$ cat src/rtl/irpfd_pkg.sv
// shared types, constants and helpers of the infrared pulse frame decoder
package irpfd_pkg;

  localparam int unsigned CODE_BITS = 32;
  localparam bit          LSB_FIRST = 1'b1;
  localparam logic [15:0] ONE_ON_US = 16'd560;

  localparam int unsigned DurW   = 16;
  localparam int unsigned BitsW  = 6;
  localparam int unsigned CodeW  = 32;
  localparam int unsigned CfgIdxW = 4;
  localparam int unsigned QDepth = 2;

  typedef enum logic [CfgIdxW-1:0] {
    CFG_TOL          = 4'd0,
    CFG_START_TOTAL  = 4'd1,
    CFG_START_ON     = 4'd2,
    CFG_REPEAT_TOTAL = 4'd3,
    CFG_REPEAT_ON    = 4'd4,
    CFG_ZERO_TOTAL   = 4'd5,
    CFG_ZERO_ON      = 4'd6,
    CFG_ONE_TOTAL    = 4'd7
  } cfg_idx_e;

  typedef enum logic {
    EV_NEW    = 1'b0,
    EV_REPEAT = 1'b1
  } event_kind_e;

  localparam logic [DurW-1:0] RstTol         = 16'd200;
  localparam logic [DurW-1:0] RstStartTotal  = 16'd13500;
  localparam logic [DurW-1:0] RstStartOn     = 16'd9000;
  localparam logic [DurW-1:0] RstRepeatTotal = 16'd11250;
  localparam logic [DurW-1:0] RstRepeatOn    = 16'd9000;
  localparam logic [DurW-1:0] RstZeroTotal   = 16'd1120;
  localparam logic [DurW-1:0] RstZeroOn      = 16'd560;
  localparam logic [DurW-1:0] RstOneTotal    = 16'd2250;

  localparam logic [CodeW-1:0] TopBit  = 32'h8000_0000;
  localparam logic [CodeW-1:0] LowBit  = 32'h0000_0001;
  localparam logic [7:0]       ByteMsk = 8'hff;

  // pulse classification handed from front to back
  typedef struct packed {
    logic is_repeat;
    logic is_start;
    logic is_zero;
    logic is_one;
  } cls_t;

  typedef struct packed {
    logic [$clog2(QDepth+1)-1:0] count;
    logic                        full;
  } q_stat_t;

  typedef struct packed {
    logic code_held;
    logic armed;
  } back_stat_t;

  function automatic logic in_window(input logic [DurW-1:0] measured,
                                     input logic [DurW-1:0] expected,
                                     input logic [DurW-1:0] tol);
    logic [DurW-1:0] lo;
    logic [DurW:0]   hi;
    lo = (expected > tol) ? (expected - tol) : '0;
    hi = {1'b0, expected} + {1'b0, tol};
    return (measured >= lo) && ({1'b0, measured} <= hi);
  endfunction

endpackage

$ cat src/rtl/irpfd_front.sv
// front end: timing registers and pulse pattern classification
module irpfd_front (
  input  logic                            clk_i,
  input  logic                            rst_ni,
  input  logic                            cfg_we_i,
  input  logic [irpfd_pkg::CfgIdxW-1:0]   cfg_idx_i,
  input  logic [irpfd_pkg::DurW-1:0]      cfg_wdata_i,
  input  logic [irpfd_pkg::DurW-1:0]      total_i,
  input  logic [irpfd_pkg::DurW-1:0]      on_i,
  output irpfd_pkg::cls_t                 cls_o
);
  import irpfd_pkg::*;

  logic [DurW-1:0] tol_q, start_total_q, start_on_q, repeat_total_q;
  logic [DurW-1:0] repeat_on_q, zero_total_q, zero_on_q, one_total_q;

  always_ff @(posedge clk_i or negedge rst_ni) begin
    if (!rst_ni) begin
      tol_q          <= RstTol;
      start_total_q  <= RstStartTotal;
      start_on_q     <= RstStartOn;
      repeat_total_q <= RstRepeatTotal;
      repeat_on_q    <= RstRepeatOn;
      zero_total_q   <= RstZeroTotal;
      zero_on_q      <= RstZeroOn;
      one_total_q    <= RstOneTotal;
    end else if (cfg_we_i) begin
      case (cfg_idx_e'(cfg_idx_i))
        CFG_TOL:          tol_q          <= cfg_wdata_i;
        CFG_START_TOTAL:  start_total_q  <= cfg_wdata_i;
        CFG_START_ON:     start_on_q     <= cfg_wdata_i;
        CFG_REPEAT_TOTAL: repeat_total_q <= cfg_wdata_i;
        CFG_REPEAT_ON:    repeat_on_q    <= cfg_wdata_i;
        CFG_ZERO_TOTAL:   zero_total_q   <= cfg_wdata_i;
        CFG_ZERO_ON:      zero_on_q      <= cfg_wdata_i;
        CFG_ONE_TOTAL:    one_total_q    <= cfg_wdata_i;
        default: ;
      endcase
    end
  end

  always_comb begin
    cls_o.is_repeat = in_window(total_i, repeat_total_q, tol_q)
                   && in_window(on_i, repeat_on_q, tol_q);
    cls_o.is_start  = in_window(total_i, start_total_q, tol_q)
                   && in_window(on_i, start_on_q, tol_q);
    cls_o.is_zero   = in_window(total_i, zero_total_q, tol_q)
                   && in_window(on_i, zero_on_q, tol_q);
    cls_o.is_one    = in_window(total_i, one_total_q, tol_q)
                   && in_window(on_i, ONE_ON_US, tol_q);
  end

endmodule

$ cat src/rtl/irpfd_queue.sv
// two-entry queue of classified pulses between front and back
module irpfd_queue (
  input  logic                 clk_i,
  input  logic                 rst_ni,
  input  logic                 push_i,
  input  irpfd_pkg::cls_t      push_data_i,
  output logic                 ready_o,
  input  logic                 pop_i,
  output logic                 valid_o,
  output irpfd_pkg::cls_t      pop_data_o,
  output irpfd_pkg::q_stat_t   stat_o
);
  import irpfd_pkg::*;

  localparam int unsigned PtrW = $clog2(QDepth);
  localparam int unsigned CntW = $clog2(QDepth+1);

  cls_t            mem_q [QDepth];
  logic [PtrW-1:0] wr_ptr_q, wr_ptr_d, rd_ptr_q, rd_ptr_d;
  logic [CntW-1:0] cnt_q, cnt_d;
  logic            do_push, do_pop;

  assign ready_o    = (cnt_q != CntW'(QDepth));
  assign valid_o    = (cnt_q != '0);
  assign pop_data_o = mem_q[rd_ptr_q];
  assign do_push    = push_i && ready_o;
  assign do_pop     = pop_i && valid_o;
  assign stat_o.count = cnt_q;
  assign stat_o.full  = !ready_o;

  always_comb begin
    wr_ptr_d = wr_ptr_q;
    rd_ptr_d = rd_ptr_q;
    cnt_d    = cnt_q;
    if (do_push) begin
      wr_ptr_d = (wr_ptr_q == PtrW'(QDepth-1)) ? '0 : wr_ptr_q + 1'b1;
    end
    if (do_pop) begin
      rd_ptr_d = (rd_ptr_q == PtrW'(QDepth-1)) ? '0 : rd_ptr_q + 1'b1;
    end
    case ({do_push, do_pop})
      2'b10:   cnt_d = cnt_q + 1'b1;
      2'b01:   cnt_d = cnt_q - 1'b1;
      default: cnt_d = cnt_q;
    endcase
  end

  always_ff @(posedge clk_i or negedge rst_ni) begin
    if (!rst_ni) begin
      wr_ptr_q <= '0;
      rd_ptr_q <= '0;
      cnt_q    <= '0;
    end else begin
      wr_ptr_q <= wr_ptr_d;
      rd_ptr_q <= rd_ptr_d;
      cnt_q    <= cnt_d;
    end
  end

  always_ff @(posedge clk_i) begin
    if (do_push) begin
      mem_q[wr_ptr_q] <= push_data_i;
    end
  end

endmodule

$ cat src/rtl/irpfd_back.sv
// back end: frame state, code assembly and registered result
module irpfd_back (
  input  logic                         clk_i,
  input  logic                         rst_ni,
  input  logic                         valid_i,
  input  irpfd_pkg::cls_t              cls_i,
  output logic                         pop_o,
  output logic                         out_valid_o,
  input  logic                         out_ready_i,
  output logic                         out_kind_o,
  output logic [irpfd_pkg::CodeW-1:0]  out_code_o,
  output irpfd_pkg::back_stat_t        stat_o
);
  import irpfd_pkg::*;

  logic [CodeW-1:0] shift_q, shift_d, held_q, held_d, code_q, code_d;
  logic [BitsW-1:0] bits_q, bits_d;
  logic             held_v_q, held_v_d;
  logic             ov_q, ov_d, kind_q, kind_d;
  logic             armed, is_bit, bit_val;
  logic [CodeW-1:0] shifted;

  assign pop_o = valid_i && (!ov_q || out_ready_i);

  always_comb begin
    armed   = !cls_i.is_repeat && (bits_q != '0);
    is_bit  = cls_i.is_zero || cls_i.is_one;
    bit_val = cls_i.is_one && !cls_i.is_zero;
    if (LSB_FIRST) begin
      shifted = (shift_q >> 1) | (bit_val ? TopBit : '0);
    end else begin
      shifted = (shift_q << 1) | (bit_val ? LowBit : '0);
    end

    shift_d  = shift_q;
    bits_d   = bits_q;
    held_d   = held_q;
    held_v_d = held_v_q;
    kind_d   = kind_q;
    code_d   = code_q;
    ov_d     = ov_q && !out_ready_i;

    if (pop_o) begin
      if (cls_i.is_repeat && held_v_q) begin
        ov_d   = 1'b1;
        kind_d = EV_REPEAT;
        code_d = held_q;
      end
      if (cls_i.is_start) begin
        bits_d  = BitsW'(CODE_BITS);
        shift_d = '0;
      end else if (armed && is_bit) begin
        shift_d = shifted;
        bits_d  = bits_q - 1'b1;
        if (bits_q == BitsW'(1)) begin
          held_d   = shifted;
          held_v_d = 1'b1;
          ov_d     = 1'b1;
          kind_d   = EV_NEW;
          code_d   = shifted;
        end
      end else begin
        bits_d = '0;
      end
    end
  end

  always_ff @(posedge clk_i or negedge rst_ni) begin
    if (!rst_ni) begin
      shift_q  <= '0;
      bits_q   <= '0;
      held_q   <= '0;
      held_v_q <= 1'b0;
      ov_q     <= 1'b0;
    end else begin
      shift_q  <= shift_d;
      bits_q   <= bits_d;
      held_q   <= held_d;
      held_v_q <= held_v_d;
      ov_q     <= ov_d;
    end
  end

  always_ff @(posedge clk_i) begin
    kind_q <= kind_d;
    code_q <= code_d;
  end

  assign out_valid_o      = ov_q;
  assign out_kind_o       = kind_q;
  assign out_code_o       = code_q;
  assign stat_o.code_held = held_v_q;
  assign stat_o.armed     = (bits_q != '0);

endmodule

$ cat src/rtl/ir_pulse_frame_decoder.sv
// top level of the infrared pulse frame decoder
//
// channel   dir  tdata fields (low bit up)                 tuser
// s_axis    in   pulse_total_us[15:0], pulse_on_us[31:16]  -
// m_axis    out  code_word[31:0], address_byte[39:32],     event_kind
//                command_byte[47:40], check_ok[48]
// cfg       in   index cfg_idx_i, data cfg_wdata_i          -
//
// one pulse per cycle while the queue has space; a result is registered after its pulse
// is accepted (classified into the queue at the accepting edge, then the frame state step)
// the two-entry queue and the output register let either side stall alone
// reset restores the timing registers and clears frame state, no clearing pass
module ir_pulse_frame_decoder (
  input  logic                             clk_i,
  input  logic                             rst_ni,
  input  logic                             cfg_we_i,
  input  logic [irpfd_pkg::CfgIdxW-1:0]    cfg_idx_i,
  input  logic [irpfd_pkg::DurW-1:0]       cfg_wdata_i,
  input  logic                             s_axis_tvalid,
  output logic                             s_axis_tready,
  input  logic [31:0]                      s_axis_tdata,  // pulse_total_us, pulse_on_us
  output logic                             m_axis_tvalid,
  input  logic                             m_axis_tready,
  output logic [55:0]                      m_axis_tdata,  // code, address, command, check_ok
  output logic                             m_axis_tuser   // event_kind
);
  import irpfd_pkg::*;

  cls_t             front_cls, q_cls;
  q_stat_t          q_stat;
  back_stat_t       b_stat;
  logic             q_valid, q_pop, push;
  logic             out_kind;
  logic [CodeW-1:0] out_code;
  logic [7:0]       addr_b, cmd_b;
  logic             chk_ok;

  assign push = s_axis_tvalid && s_axis_tready;

  irpfd_front u_front (
    .clk_i       (clk_i),
    .rst_ni      (rst_ni),
    .cfg_we_i    (cfg_we_i),
    .cfg_idx_i   (cfg_idx_i),
    .cfg_wdata_i (cfg_wdata_i),
    .total_i     (s_axis_tdata[15:0]),
    .on_i        (s_axis_tdata[31:16]),
    .cls_o       (front_cls)
  );

  irpfd_queue u_queue (
    .clk_i       (clk_i),
    .rst_ni      (rst_ni),
    .push_i      (push),
    .push_data_i (front_cls),
    .ready_o     (s_axis_tready),
    .pop_i       (q_pop),
    .valid_o     (q_valid),
    .pop_data_o  (q_cls),
    .stat_o      (q_stat)
  );

  irpfd_back u_back (
    .clk_i       (clk_i),
    .rst_ni      (rst_ni),
    .valid_i     (q_valid),
    .cls_i       (q_cls),
    .pop_o       (q_pop),
    .out_valid_o (m_axis_tvalid),
    .out_ready_i (m_axis_tready),
    .out_kind_o  (out_kind),
    .out_code_o  (out_code),
    .stat_o      (b_stat)
  );

  assign addr_b = out_code[7:0] & ByteMsk;
  assign cmd_b  = out_code[23:16] & ByteMsk;
  assign chk_ok = (cmd_b == ~out_code[31:24]) && (addr_b == ~out_code[15:8]);

  assign m_axis_tdata = {7'd0, chk_ok, cmd_b, addr_b, out_code};
  assign m_axis_tuser = out_kind;

  // queue never holds more than its depth
  a_q_bound: assert property (@(posedge clk_i) disable iff (!rst_ni)
    q_stat.count <= 2'(QDepth))
    else $error("queue count exceeds depth");

  // input stalls only when the queue is full
  a_stall_full: assert property (@(posedge clk_i) disable iff (!rst_ni)
    !s_axis_tready |-> q_stat.full)
    else $error("input stalled with queue space");

  // a repeat transaction needs a code delivered before it
  a_rep_held: assert property (@(posedge clk_i) disable iff (!rst_ni)
    (m_axis_tvalid && m_axis_tuser == EV_REPEAT) |-> b_stat.code_held)
    else $error("repeat without held code");

  // a new code always disarms reception
  a_new_disarm: assert property (@(posedge clk_i) disable iff (!rst_ni)
    ($rose(m_axis_tvalid) && m_axis_tuser == EV_NEW) |-> !b_stat.armed ||
    $past(q_cls.is_start))
    else $error("armed after new code");

endmodule
$ cat config.mk
export PLATFORM = sky130hd
export DESIGN_NAME = ir_pulse_frame_decoder
export DESIGN_NICKNAME = d
export VERILOG_FILES = /design/src/rtl/irpfd_pkg.sv /design/src/rtl/irpfd_front.sv /design/src/rtl/irpfd_queue.sv /design/src/rtl/irpfd_back.sv /design/src/rtl/ir_pulse_frame_decoder.sv
export SDC_FILE = /design/constraint.sdc
export NUM_CORES = 1
export LEC_CHECK = 0
export BUFFER_PORTS_ARGS = -buffer_cell sky130_fd_sc_hd__buf_4
export CORE_MARGIN = 5
export CORE_UTILIZATION = 45
export DETAILED_ROUTE_END_ITERATION = 10
export GPL_TIMING_DRIVEN = 0
export SLEW_MARGIN = 25
export SYNTH_ARGS = -nofsm -noshare
export SYNTH_HDL_FRONTEND = slang
export SYNTH_SLANG_ARGS = --single-unit
$ cat constraint.sdc
create_clock -name clk_i -period 9.2 [get_ports clk_i]
set_input_delay 1.38 -clock clk_i [delete_from_list [all_inputs] [get_ports clk_i]]
set_output_delay 1.38 -clock clk_i [all_outputs]
set_load 0.05 [all_outputs]
======== After elaboration in Yosys (flattened, before gate mapping) ========
Memories as Yosys holds them, arrays and structs flattened.
Cells that the tools add are included.
storage, ports and cells
  memories ................................ 1
  register bits after elaboration ......... 237
  output and inout port bits .............. 59
  memory bits (writable) .................. 8
  input port bits ......................... 57
  word-level logic and storage cells ...... 155
memory list
  memory         depth  bits a word  rd ports  clocked after memory_dff  wr ports  RTL line           RTL
  u_queue.mem_q  2      4            1         0                         1         irpfd_queue.sv:18  cls_t mem_q [QDepth];
operators by class
  add/subtract/negate cells ............... 21
  equality and inequality tests ........... 13
  order comparisons ....................... 24
  bitwise gates (word level) .............. 4
  reductions and logical operators ........ 43
  muxes and demuxes ....................... 31
operator list
  kind                                                                   number
  32-bit two-way mux                                                     7
  16-bit by 17-bit <= comparator with 1-bit output                       8
  16-bit greater-or-equal comparator                                     8
  16-bit two-way mux                                                     8
  16-bit by 16-bit adder with 17-bit output                              7
  16-bit > comparator                                                    7
  16-bit subtractor                                                      7
  31-bit by 32-bit OR with 32-bit output                                 1
  1-bit logical AND                                                      22
  2-bit AND reduction                                                    9
  10-bit by 16-bit adder with 17-bit output, first input constant        1
  4-bit by 3-bit == test with 1-bit output, second input constant        4
  8-bit == test                                                          2
  10-bit by 16-bit > comparator with 1-bit output, first input constant  1
  8-bit inverter                                                         2
  10-bit by 16-bit subtractor with 16-bit output, first input constant   1
  1-bit two-way mux                                                      13
  6-bit two-way mux                                                      2
  4-bit by 2-bit == test with 1-bit output, second input constant        2
  6-bit by 1-bit == test with 1-bit output, second input constant        1
  2-bit nonzero test                                                     3
  6-bit nonzero test                                                     1
  6-bit by 1-bit subtractor with 6-bit output, second input constant     1
  4-bit by 1-bit == test with 1-bit output, second input constant        1
  12 further kinds                                                       17

======== Depth between registers and ports, before layout ========
An unclocked memory read counts as a cell.
  word-level depth ........................ 8
  mapped depth ............................ 20
  mapped depth without buffers ............ 19

======== Hierarchy ========
From an unflattened synthesis, not the netlist that was laid out.
second synthesis, totals
  cell total of the unflattened synthesis .. 2935
  area, all modules ....................... 26522.9 sq um
by module, submodules not included
  module                  area an instance (sq um)  times used  seq. area each (sq um)  cells an instance
  irpfd_front             21214.1                   1           3254.4                  2523
  irpfd_back              4454.3                    1           2767.7                  335
  irpfd_queue             486.7                     1           340.3                   30
  ir_pulse_frame_decoder  367.9                     1           0.0                     47

======== Worst setup path before layout ========
OpenSTA, ideal clock, no wires.
  path type ............................... register to register
  start ................................... register u_front.tol_q[1]
  end ..................................... memory u_queue.mem_q[0][3] in the netlist's numbering, data pin
  data required time ...................... 8932 ps
  slack ................................... 4557 ps
  period minus slack after synthesis ...... 4643 ps
  path buffers ............................ 0
  arrival time ............................ 4375 ps
  setup time .............................. 268 ps
  cell stages (with the launch flop) ...... 16
  cells stage by stage .................... dfrtp_1 inv_1 ha_1 nor2b_1 o31a_1 o31a_1 a2111o_1 and3_1 or4_1 ha_1 nand3_1 a21oi_1 a221oi_1 o21ai_0 a221oi_1 nor4_1
RTL lines
  element                 RTL line           RTL
  start, declared         irpfd_front.sv:14  logic [DurW-1:0] tol_q, start_total_q, start_on_q, repeat_total_q;
  start signal, assigned  irpfd_front.sv:19  tol_q <= RstTol;
  start signal, assigned  irpfd_front.sv:29  CFG_TOL: tol_q <= cfg_wdata_i;
  end, declared           irpfd_queue.sv:18

==> impl_metrics.csv <==
group,metric,value,unit
synth,synthTopCellsByArea,"ha_1 22%, dfrtp_1 15%, mux2_2 6.5%",
critical_path,ff2ff_path_depth,17,
synth,synth_largest_area_cell,"ha_1",
floorplanning,fp.coreArea,0.06013,sq mm
global_route,grt_max_degree,80,
critical_path,crit_path_frequent_cell,"o21ai_0",
synth,yosysMostFrequentCell,"ha_1",
clock_network,holdBufCountCts,0,
critical_path,start_kind,"flip-flop",
clock_network,clock_latency,580,ps
clock_network,post-cts-setup-buffer-count,0,
cells_and_area,nNetsFinal,3809,
clock_network,cts_root_buffer,"clkbuf_16",
placed_design,hpwl,67540,um
floorplanning,start_util,45.24,%
clock_network,cts_tree,"built",
floorplanning,chipWidth,255.9,um
global_route,grt_pass1_vias,23670,
clock_network,ctsResizeCount,0,
sta,setup_viol,0,
power,irDropWorstVdd,0.1607,mV
clock_network,htreeDepth,1,
critical_path,critPathArrivalTime,6920,ps
sta,finalCritPeriodShare,72.39,%
sta,finalSetupTns,0,ps
synth,seq_area_frac_synth,23.39,%
clock_network,clk_pin_slew_worst_paths,60,ps
floorplanning,die_area,0.06547,sq mm
sta,max_freq,150.2,MHz
synth,async_reset_ff_share,83.20,%
global_route,antenna_found_initial,2,
synth,synth_seq_cells,244,
run,maxCapViolations,0,
critical_path,path_class,"flip-flop to flip-flop",
floorplanning,boundaryPins,116,
power,leakagePower,13.92,nW
sta,hold_violations,0,
drt,dr.pass1.iters,5,
min_path,hold_path_end,"u_back.held_v_q",
critical_path,setup.worst_path.end_class,"flip-flop",
synth,postSynthAreaPerCell,8.775,sq um
cells_and_area,drive_gt1_share,13.08,%
global_route,gr-usage-all-layers,26.62,%
power,power.density,325.3,mW/mm^2
synth,syn_area,0.02720,sq mm
outcome,status,"finished, final reports clean",
global_route,grt_pass1_wl,138000,um
drt,routed_via_density,5.919,
critical_path,crit_required,9470,ps
placed_design,gp_congestion,0.9282,
critical_path,cpPeakStageDelay,910,ps
critical_path,r2r_start,"u_front.tol_q[14]",
clock_network,cts_buffers,28,
drt,ant_nets,0,
sta,final_max_slew_viol_count,0,
critical_path,cp_max_fo,10,
synth,yosys.area.top_type_share,22.45,%
critical_path,cp_slowest_cell,"dfrtp_1",
synth,netlist_instances,3100,
synth,synth-warning-count,0,
synth,synthTopCellsByCount,"488 x ha_1, 267 x nor2_1, 223 x a21oi_1",
clock_network,clkSinkCount,244,
drt,drt-initial-drc-count,1518,
floorplanning,die_h,255.9,um
min_path,hold_path.class,"flip-flop to flip-flop",
sta,min_period,6660,ps
floorplanning,rows,90,
drt,avgRoutedWirePerCell,22.51,um
clock_network,clockBufferDepth,3,
drt,dr_total_vias,24000,
sta,fin_worst_skew,12.68,ps
synth,synth_edf_count,41,
cells_and_area,syn2layout_area_growth,10.51,%
placed_design,dpl_cell_area,0.02913,sq mm
placed_design,io_buffers,108,
min_path,min_path_cells,1,
critical_path,path_cells,"inv_1 > ha_1 > clkinv_1 > o21ai_0 > inv_1 > a31oi_1 > nand2_1 > nor2_1 > clkbuf_1 > nand2_1 > ha_1 > o21ai_0 > a21oi_1 > a221oi_1 > o21ai_0 > a221oi_1 > nor4_1",
sta,worst_pin_slew,1064,ps
synth,ys.flop_type,"dfrtp_1",
drt,post-route-drc-count,0,
sta,max_slew_margin,29.04,%
global_route,overflow,0,
critical_path,r2r_end,"u_queue.mem_q[0][3]",
min_path,min_from,"u_back.held_v_q",
cells_and_area,fillCellCount,5788,
synth,synth_cell_types,82,
sta,rsz0062_at_grt,"no",
cells_and_area,design_area,0.03006,sq mm
critical_path,ff2ff_setup_slack,2540,ps
drt,finalWirelength,91300,um
power,p_total,0.009779,W
layout make-up:
cell class,instances,area (sq um),share of cell area (%)
repair buffers,112,920.9,3.063
diodes,1,2.502,0.008324
multi-input cells,2567,19620,65.26
clock buffers,33,729.5,2.426
inverters,145,544.3,1.810
flip-flops and latches,244,6364,21.17
plain buffers,152,709.4,2.360
clock inverters,19,196.4,0.6534
well taps,782,978.4,3.255
routing by layer:
| metal | vias up | GRT usage [%] | part of all wire, % |
|---|---|---|---|
| met5 | - | 0 | 0 |
| met4 | 0 | 11.23 | 5.0 |
| met3 | 206 | 4.538 | 5.6 |
| met2 | 711 | 46.30 | 48 |
| met1 | 11550 | 32.67 | 42 |
| li1 | 11540 | - | - |
worst max-delay path by stage:
stage / start / to / slack (ps)
3_3_place_gp: u_front.tol_q[1] / u_queue.mem_q[0][3] / 2380
4_1_cts: u_front.tol_q[10] / u_queue.mem_q[1][2] / 2670
6_report: u_front.tol_q[14] / u_queue.mem_q[0][3] / 2540
3_5_place_dp: u_front.tol_q[10] / u_queue.mem_q[0][2] / 2680
2_1_floorplan: u_front.tol_q[1] / u_queue.mem_q[0][3] / 4560
5_1_grt: u_front.tol_q[4] / u_queue.mem_q[0][2] / 2230
layout by cell type, fill, tap and decap left out, types with 107 or more instances in the layout:
| cell | instances |
|---|---|
| buf_4 | 133 |
| o21ai_0 | 148 |
| nand2_1 | 203 |
| a21oi_1 | 223 |
| xnor2_1 | 150 |
| inv_1 | 141 |
| nor2_1 | 267 |
| clkbuf_1 | 107 |
| ha_1 | 488 |
| dfrtp_1 | 161 |
| mux2_2 | 156 |
power breakdown:
part	switching [W]	internal, W	leakage (nW)
Sequential	0.000380	0.00145	2.94
Combinational	0.00410	0.00271	10.5
Clock	0.000508	0.000632	0.445
Total	0.00499	0.00479	13.9
flip-flops by register name (all words and copies together) (netlist names):
| name | flops |
|---|---|
| u_front.one_total_q | 16 |
| u_front.start_total_q | 16 |
| u_back.shift_q | 31 |
| u_queue.wr_ptr_q | 1 |
| u_back.out_kind_o | 1 |
| u_front.repeat_on_q | 16 |
| u_back.out_valid_o | 1 |
| u_front.start_on_q | 16 |
| u_front.zero_on_q | 16 |
| u_queue.rd_ptr_q | 1 |
| u_queue.cnt_q | 2 |
| u_back.held_v_q | 1 |
| u_front.zero_total_q | 16 |
| u_front.repeat_total_q | 16 |
| u_back.bits_q | 6 |
| u_front.tol_q | 16 |
| u_back.held_q | 32 |
| u_queue.mem_q | 8 |
| u_back.out_code_o | 32 |
worst max-delay path, delay by kind of cell, from the launching register on:
kind                     cells  cell delay, ps
buffers and inverters        4            1480
AND/OR/NAND/NOR              4             890
flip-flops                   1             910
adder cells (fa/ha/maj)      2             910
AO/OA/AOI/OAI                7            2140
kinds of logic (layout without fill, tap and decap cells):
| kind of cell | after synthesis | after routing | synth area share [%] |
|---|---|---|---|
| XOR/XNOR | 190 | 190 | 6.117 |
| multiplexers | 190 | 190 | 7.709 |
| adder cells (fa/ha/maj) | 502 | 502 | 23.48 |
| buffers and inverters | 297 | 461 | 4.609 |
| AO/OA/AOI/OAI | 768 | 768 | 18.48 |
| AND/OR/NAND/NOR | 907 | 907 | 16.19 |
| flip-flops | 244 | 244 | 23.39 |
| other | 2 | 11 | 0.02761 |
per-stage QoR:
step	instances	hold WS (ps)	setup slack (ps)	util [%]
5_1_grt	4054	519.9	2231	49.99
2_1_floorplan	3108	439.4	4557	-
4_1_cts	4054	486.8	2675	49.99
3_3_place_gp	3998	458.4	2380	48.26
3_5_place_dp	4002	463.9	2680	48.45
6_report	4055	485.5	2540	49.99
No activity file was read; power rests on OpenSTA's default activity.
